$ cat config.mk
export PLATFORM = sky130hd
export DESIGN_NAME = stack_engine_with_sort
export DESIGN_NICKNAME = d
export VERILOG_FILES = /design/src/hw/rtl/sews_pkg.sv /design/src/hw/rtl/sews_ram.sv /design/src/hw/rtl/sews_ctrl.sv /design/src/hw/rtl/stack_engine_with_sort.sv
export SDC_FILE = /design/constraint.sdc
export NUM_CORES = 1
export LEC_CHECK = 0
export BUFFER_PORTS_ARGS = -buffer_cell sky130_fd_sc_hd__buf_2
export CAP_MARGIN = 15
export CORE_ASPECT_RATIO = 1.5
export CORE_MARGIN = 10
export CORE_UTILIZATION = 40
export CTS_CLUSTER_DIAMETER = 120
export DETAILED_ROUTE_END_ITERATION = 6
export PLACE_DENSITY = 0.6
export SLEW_MARGIN = 10
export SYNTH_ARGS = -nofsm -noshare
export SYNTH_HDL_FRONTEND = slang
export SYNTH_HIERARCHICAL = 1
export SYNTH_SLANG_ARGS = --single-unit
$ cat constraint.sdc
create_clock -name clk -period 5.6 [get_ports clk]
set_input_delay 0.56 -clock clk [delete_from_list [all_inputs] [get_ports clk]]
set_output_delay 0.56 -clock clk [all_outputs]
set_load 0.1 [all_outputs]
$ cat src/hw/rtl/sews_pkg.sv
`timescale 1ns / 1ps
`default_nettype none
// ----------------------------------------------------------------------------
// sews_pkg
// Shared constants and types for the stack engine with sort.
// ----------------------------------------------------------------------------
package sews_pkg;
  localparam int DEPTH   = 16;
  localparam int AW      = $clog2(DEPTH);
  localparam int CW      = $clog2(DEPTH + 1);
  localparam int DW      = 32;
  localparam int OCC_W   = 5;

  typedef enum logic [2:0] {
    OP_PUSH    = 3'd0,
    OP_POP     = 3'd1,
    OP_INS_BOT = 3'd2,
    OP_INS_SRT = 3'd3,
    OP_SORT    = 3'd4,
    OP_REV     = 3'd5,
    OP_RD_MID  = 3'd6,
    OP_RD_TOP  = 3'd7
  } op_t;

  typedef struct packed {
    logic signed [DW-1:0] read_value;
    logic                 read_valid;
    logic [OCC_W-1:0]     occupancy;
    logic                 overflow;
    logic                 underflow;
  } result_t;
endpackage
`default_nettype wire

$ cat src/hw/rtl/sews_ram.sv
`timescale 1ns / 1ps
`default_nettype none
// ----------------------------------------------------------------------------
// sews_ram
// Generic single-port synchronous RAM with registered read.
// ----------------------------------------------------------------------------
module sews_ram #(
  parameter int WIDTH = 32,
  parameter int DEPTH = 16
) (
  input  wire logic                     clk,
  input  wire logic                     we,
  input  wire logic [$clog2(DEPTH)-1:0] addr,
  input  wire logic [WIDTH-1:0]         wdata,
  output logic      [WIDTH-1:0]         rdata
);
  logic [WIDTH-1:0] mem [DEPTH];

  always_ff @(posedge clk) begin
    if (we) begin
      mem[addr] <= wdata;
    end
    rdata <= mem[addr];
  end
endmodule
`default_nettype wire

$ cat src/hw/rtl/sews_ctrl.sv
`timescale 1ns / 1ps
`default_nettype none
// ----------------------------------------------------------------------------
// sews_ctrl
// Sequencer: runs inserts, sort and reverse as read/modify/write RAM passes.
// ----------------------------------------------------------------------------
module sews_ctrl (
  input  wire logic                       clk,
  input  wire logic                       rst_n,
  input  wire logic                       start,
  input  wire sews_pkg::op_t              op,
  input  wire logic signed [sews_pkg::DW-1:0] val,
  output logic                            busy,
  output logic                            done,
  output sews_pkg::result_t               res,
  output logic                            mem_we,
  output logic [sews_pkg::AW-1:0]         mem_addr,
  output logic [sews_pkg::DW-1:0]         mem_wdata,
  input  wire logic [sews_pkg::DW-1:0]    mem_rdata
);
  import sews_pkg::*;

  typedef enum logic [1:0] {
    S_IDLE, S_RD, S_EVAL, S_DONE
  } state_t;

  // work kinds
  typedef enum logic [1:0] {
    K_SHIFT, K_SORT, K_REV, K_READ
  } kind_t;

  state_t              state_r, state_nxt;
  kind_t               kind_r, kind_nxt;
  logic [CW-1:0]       count_r, count_nxt;
  logic [CW-1:0]       i_r, i_nxt;       // shift cursor / sort outer / reverse lo
  logic [CW-1:0]       j_r, j_nxt;       // sort inner / reverse hi
  logic signed [DW-1:0] key_r, key_nxt;
  logic signed [DW-1:0] tmp_r, tmp_nxt;
  logic                phase_r, phase_nxt;
  logic                srt_r, srt_nxt;   // sorted insert / reverse write-back pending
  result_t             res_r, res_nxt;
  logic [CW-1:0]       pos;

  assign busy = (state_r != S_IDLE);
  assign done = (state_r == S_DONE);
  assign pos  = count_r - ((count_r + CW'(1)) >> 1);

  always_comb begin
    res           = res_r;
    res.occupancy = OCC_W'(count_r);
  end

  always_comb begin
    state_nxt = state_r;
    kind_nxt  = kind_r;
    count_nxt = count_r;
    i_nxt     = i_r;
    j_nxt     = j_r;
    key_nxt   = key_r;
    tmp_nxt   = tmp_r;
    phase_nxt = phase_r;
    srt_nxt   = srt_r;
    res_nxt   = res_r;
    mem_we    = 1'b0;
    mem_addr  = '0;
    mem_wdata = key_r;
    case (state_r)
      S_IDLE: begin
        if (start) begin
          res_nxt   = '0;
          key_nxt   = val;
          srt_nxt   = 1'b0;
          phase_nxt = 1'b0;
          state_nxt = S_DONE;
          case (op)
            OP_PUSH: begin
              if (count_r == CW'(DEPTH)) begin
                res_nxt.overflow = 1'b1;
              end else begin
                mem_we    = 1'b1;
                mem_addr  = count_r[AW-1:0];
                mem_wdata = val;
                count_nxt = count_r + CW'(1);
              end
            end
            OP_POP: begin
              if (count_r == '0) res_nxt.underflow = 1'b1;
              else count_nxt = count_r - CW'(1);
            end
            OP_INS_BOT, OP_INS_SRT: begin
              if (count_r == CW'(DEPTH)) begin
                res_nxt.overflow = 1'b1;
              end else begin
                kind_nxt  = K_SHIFT;
                srt_nxt   = (op == OP_INS_SRT);
                i_nxt     = count_r;
                state_nxt = S_RD;
              end
            end
            OP_SORT: begin
              if (count_r > CW'(1)) begin
                kind_nxt  = K_SORT;
                i_nxt     = CW'(1);
                j_nxt     = CW'(1);
                state_nxt = S_RD;
              end
            end
            OP_REV: begin
              if (count_r > CW'(1)) begin
                kind_nxt  = K_REV;
                i_nxt     = '0;
                j_nxt     = count_r - CW'(1);
                state_nxt = S_RD;
              end
            end
            OP_RD_MID, OP_RD_TOP: begin
              if (count_r != '0) begin
                kind_nxt  = K_READ;
                i_nxt     = (op == OP_RD_TOP) ? count_r - CW'(1) : pos;
                state_nxt = S_RD;
              end
            end
            default: ;
          endcase
        end
      end
      S_RD: begin
        state_nxt = S_EVAL;
        case (kind_r)
          K_SHIFT: begin
            if (i_r == '0) begin
              mem_we    = 1'b1;
              mem_addr  = '0;
              count_nxt = count_r + CW'(1);
              state_nxt = S_DONE;
            end else begin
              mem_addr  = AW'(i_r - CW'(1));
            end
          end
          K_SORT: begin
            // phase 0 loads key at i, phase 1 reads j-1 or places key at bottom
            if (!phase_r) begin
              mem_addr = i_r[AW-1:0];
            end else if (j_r == '0) begin
              mem_we    = 1'b1;
              mem_addr  = '0;
              phase_nxt = 1'b0;
              i_nxt     = i_r + CW'(1);
              state_nxt = (i_r + CW'(1) >= count_r) ? S_DONE : S_RD;
            end else begin
              mem_addr = AW'(j_r - CW'(1));
            end
          end
          K_REV: begin
            if (!phase_r) begin
              mem_addr = i_r[AW-1:0];
            end else if (srt_r) begin
              mem_we    = 1'b1;
              mem_addr  = j_r[AW-1:0];
              mem_wdata = tmp_r;
              srt_nxt   = 1'b0;
              phase_nxt = 1'b0;
              i_nxt     = i_r + CW'(1);
              j_nxt     = j_r - CW'(1);
              state_nxt = (i_r + CW'(1) < j_r - CW'(1)) ? S_RD : S_DONE;
            end else begin
              mem_addr = j_r[AW-1:0];
            end
          end
          default: begin
            mem_addr = i_r[AW-1:0];
          end
        endcase
      end
      S_EVAL: begin
        state_nxt = S_RD;
        case (kind_r)
          K_SHIFT: begin
            mem_we   = 1'b1;
            mem_addr = i_r[AW-1:0];
            if (srt_r && ($signed(mem_rdata) < key_r)) begin
              count_nxt = count_r + CW'(1);
              state_nxt = S_DONE;
            end else begin
              mem_wdata = mem_rdata;
              i_nxt     = i_r - CW'(1);
            end
          end
          K_SORT: begin
            if (!phase_r) begin
              key_nxt   = $signed(mem_rdata);
              phase_nxt = 1'b1;
              j_nxt     = i_r;
            end else if ($signed(mem_rdata) > key_r) begin
              mem_we    = 1'b1;
              mem_addr  = j_r[AW-1:0];
              mem_wdata = mem_rdata;
              j_nxt     = j_r - CW'(1);
            end else begin
              mem_we    = 1'b1;
              mem_addr  = j_r[AW-1:0];
              phase_nxt = 1'b0;
              i_nxt     = i_r + CW'(1);
              state_nxt = (i_r + CW'(1) >= count_r) ? S_DONE : S_RD;
            end
          end
          K_REV: begin
            if (!phase_r) begin
              tmp_nxt   = $signed(mem_rdata);
              phase_nxt = 1'b1;
            end else begin
              mem_we    = 1'b1;
              mem_addr  = i_r[AW-1:0];
              mem_wdata = mem_rdata;
              srt_nxt   = 1'b1;
            end
          end
          default: begin
            res_nxt.read_value = $signed(mem_rdata);
            res_nxt.read_valid = 1'b1;
            state_nxt          = S_DONE;
          end
        endcase
      end
      S_DONE: begin
        state_nxt = S_IDLE;
      end
      default: state_nxt = S_IDLE;
    endcase
  end

  always_ff @(posedge clk) begin
    if (!rst_n) begin
      state_r <= S_IDLE;
      count_r <= '0;
      phase_r <= 1'b0;
      srt_r   <= 1'b0;
    end else begin
      state_r <= state_nxt;
      count_r <= count_nxt;
      phase_r <= phase_nxt;
      srt_r   <= srt_nxt;
    end
    kind_r <= kind_nxt;
    i_r    <= i_nxt;
    j_r    <= j_nxt;
    key_r  <= key_nxt;
    tmp_r  <= tmp_nxt;
    res_r  <= res_nxt;
  end
endmodule
`default_nettype wire

$ cat src/hw/rtl/stack_engine_with_sort.sv
`timescale 1ns / 1ps
`default_nettype none
// ----------------------------------------------------------------------------
// stack_engine_with_sort
// Bounded stack of signed words in one RAM, with sort, reverse and reads.
// Sort: insertion sort through the single RAM port; one item at a time.
// Reset (rst_n low, synchronous) empties the stack; RAM contents are kept.
// ----------------------------------------------------------------------------
module stack_engine_with_sort (
  input  wire logic        clk,
  input  wire logic        rst_n,
  input  wire logic        in_tvalid,
  output logic             in_tready,
  input  wire logic [39:0] in_tdata,   // [2:0] operation, [34:3] value
  output logic             out_tvalid,
  input  wire logic        out_tready,
  output logic [39:0]      out_tdata   // [31:0] read_value, [32] read_valid,
                                       // [37:33] occupancy, [38] overflow,
                                       // [39] underflow
);
  import sews_pkg::*;

  logic          busy, done, start;
  result_t       res;
  logic          we;
  logic [AW-1:0] addr;
  logic [DW-1:0] wdata, rdata;
  logic          out_valid_r;
  logic [39:0]   out_data_r;

  assign in_tready  = !busy && !out_valid_r;
  assign start      = in_tvalid && in_tready;
  assign out_tvalid = out_valid_r;
  assign out_tdata  = out_data_r;

  sews_ctrl u_ctrl (
    .clk, .rst_n, .start,
    .op        (op_t'(in_tdata[2:0])),
    .val       ($signed(in_tdata[34:3])),
    .busy, .done, .res,
    .mem_we    (we),
    .mem_addr  (addr),
    .mem_wdata (wdata),
    .mem_rdata (rdata)
  );

  sews_ram #(.WIDTH(DW), .DEPTH(DEPTH)) u_ram (
    .clk, .we, .addr, .wdata, .rdata
  );

  always_ff @(posedge clk) begin
    if (!rst_n) begin
      out_valid_r <= 1'b0;
    end else if (done) begin
      out_valid_r <= 1'b1;
    end else if (out_tready) begin
      out_valid_r <= 1'b0;
    end
    if (done) begin
      out_data_r <= {res.underflow, res.overflow, res.occupancy,
                     res.read_valid, res.read_value};
    end
  end
endmodule
`default_nettype wire

==> impl_results.md <==
* CP Capture Type: flop
* Post-synthesis sequential area ratio at 0.664
* Post-synthesis net count at 2148
* Skew final at 0.0205 ns
* Via density at 5.83
* Top cell type's share of synthesized area at 0.637
* Leakage power at 0.0115 uW
* Final Cycle Share at 0.817
* # IOs at 86
* Yosys warnings at 6
* Setup TNS at 0 ns
* TritonCTS clock tree: yes
* # clock sinks at 705
* HPWL Detailed at 53000 um
* Placed Cells at 3060
* Fmax at 0.219 GHz
* Resized Gates After CTS at 0
* Hold path depth at 2
* Maximum vdd drop at 0.284 mV
* Hold Crit Class: primary input to flop
* Critical Path RT at 5.89 ns
* Setup Buffers After CTS at 0
* Reg2reg path depth at 13
* Vias in the first global route at 19500
* RePlAce Congestion at 0.911
* RSZ-0062 raised after global routing: false
* Initial antenna violation count at 2
* Starting density of the core at 0.404
* Post-synth top area cell: edfxtp_1
* Nets at 2212
* Slew Limit Fails at 0
* Yosys cell types at 66
* Power, Total at 18900 uW
* Post-layout util at 0.451
* Tightest Pin Transition at 1.20 ns
* Antenna Nets Post-Route at 0
* Seq cells post-synth at 705
* Via count at 18500
* Max H-tree Level at 2
* Share of cells above drive strength 1 at 0.201
* Most frequent cells after synthesis: edfxtp_1 (663), nand2_1 (169), mux4_2 (128)
* Hold Buf Count CTS at 0
* Inserted Clock Buffers at 61
* Post-synth ARST share at 0
* Starting DRT DRC Count at 1482
* Outcome: finished, final reports clean
* Avg WL per Cell at 25.1 um
* Setup violators final at 0
* Core Area at 77400 um2
* Average cell area after synthesis at 15.3 um2
* Cell area after synthesis at 31300 um2
* Crit path DAT at 4.87 ns
* Most frequent cell after synthesis: edfxtp_1
* Post-Synthesis Cells at 2043
* Final hold vios at 0
* CP startpoint kind: flop
* CP Max Fanout at 18
* Power per Cell Area at 542 nW/um2
* Non-Filler Instances at 3170
* Residual DRC count at 0
* Final wirelength at 79500 um
* Clock Pin Slew Worst Setup and Hold Paths at 0.07 ns
* Core Rows at 125
* Max-slew headroom at 0.197
* GR Overflow Total at 0
* GRT Util Overall at 0.174
* Antenna diodes at 0
* Largest net degree at the start of global routing at 119
* Post-synth EDFFs at 663
* Synth area leaders: edfxtp_1 (64%), mux4_2 (9.2%), dfxtp_1 (2.7%)
* Final min period at 4.58 ns
* Global-route wire length before repair at 120000 um
* Clock Tree Root: clkbuf_16
* Layout Area Growth over Synthesis at 11.8%
* Main flop type after synthesis: edfxtp_1
* Die Span Y at 362 um
* Die footprint at 90000 um2
* Horiz. Die Dim at 248 um
* Port Buffers at 80
* CP Class: flop to flop
* Max Cap Viol at 0
* Bufs on Longest Clock Path at 3
* TritonRoute pass-1 iters at 5
* Layout filler cell count at 6686
* Clock insertion delay at the later pin of the skew report at 0.64 ns
-- logic make-up after synthesis --
| kind of cell | after synthesis | share of synthesized area |
|---|---|---|
| xor+xnor | 20 | 0.00560 |
| simple gates | 360 | 0.0517 |
| buf+inv | 221 | 0.0302 |
| compound gates | 476 | 0.109 |
| mux | 200 | 0.115 |
| flops | 705 | 0.664 |
| fa+ha+maj | 61 | 0.0247 |
-- stage by stage --
| stage | hold slack, ns | setup WS (ns) | cell area (um2) |
|---|---|---|---|
| 3_5_place_dp | 0.405 | 1.04 | 33000 |
| 5_1_grt | 0.219 | 0.769 | 34900 |
| 4_1_cts | 0.183 | 1.03 | 34900 |
| 6_report | 0.215 | 1.02 | 34900 |
| 3_3_place_gp | 0.401 | 1.15 | 33000 |
| 2_1_floorplan | 0.400 | -0.244 | 31300 |
-- report_power, final --
part	total, uW	switching (uW)	internal (uW)
sequential	8110	477	7630
combinational	6720	4530	2190
clock	4110	1900	2210
total	18900	6910	12000
-- per-layer routing --
metal | share of wire | routed length [um] | GRT usage
met5 | 0 | 0 | 0
met4 | 0.036 | 2890 | 0.0742
met3 | 0.048 | 3810 | 0.0185
met2 | 0.55 | 43500 | 0.326
met1 | 0.37 | 29300 | 0.196
-- cell usage in the layout, fill, tap and decap left out, types with 9 or more instances in the layout --
cell	synthesis	routed
o22ai_1	36	36
xnor2_1	14	14
buf_2	23	80
o21ai_0	69	69
clkinv_1	2	9
a21oi_1	106	104
nand2b_1	12	12
buf_4	3	51
nand2_1	169	169
clkbuf_16	0	61
mux2i_1	69	69
a22oi_1	75	75
nor2_1	77	62
a21o_1	39	39
nor3_1	44	40
edfxtp_1	663	663
mux4_2	128	128
nor2_4	0	15
a211oi_1	39	39
clkbuf_1	87	11
ha_1	60	58
o21a_1	36	36
clkinv_2	0	13
o221ai_2	30	30
inv_1	84	83
dfxtp_1	42	41
-- worst max-delay path: stages, from the launching register on --
cell	delay (ns)
dfxtp_1	0.39
inv_1	0.12
ha_1	0.15
buf_4	0.19
clkinv_1	0.11
nor2_2	0.10
and2_1	0.17
and2_1	0.24
and2_1	0.23
a22oi_1	0.12
a21oi_1	0.74
nand3_1	0.53
nor2_4	0.67
buf_4	0.44
-- layout make-up --
class / instances / area [um2] / area share
clock buffers: 73 / 1580 / 0.0453
multi-input cells: 1117 / 9790 / 0.280
well taps: 1016 / 1270 / 0.0364
clock inverters: 37 / 335 / 0.00960
repair buffers: 136 / 883 / 0.0253
flip-flops and latches: 705 / 20800 / 0.594
inverters: 86 / 323 / 0.00924
-- final timing paths --
path                      from                to  slack, ns
max          u_ctrl/state_r[0]  u_ram/mem[14][9]       1.02
min               in_tdata[29]  u_ctrl/key_r[26]       0.21
max reg2reg  u_ctrl/state_r[0]  u_ram/mem[14][9]       1.02
min reg2reg     u_ctrl/res[10]      out_tdata[2]       0.42
-- sequential cells by signal, summed over array words and instances (netlist names) --
signal / flops
u_ctrl/res: 35
u_ctrl/phase_r: 1
out_tvalid: 1
u_ram/rdata: 32
out_tdata: 40
u_ctrl/kind_r: 2
u_ctrl/key_r: 32
u_ctrl/state_r: 2
u_ctrl/count_r: 5
u_ctrl/srt_r: 1
u_ctrl/i_r: 5
u_ctrl/j_r: 5
u_ctrl/tmp_r: 32
u_ram/mem: 512
Power figures use the tool's default switching activity.
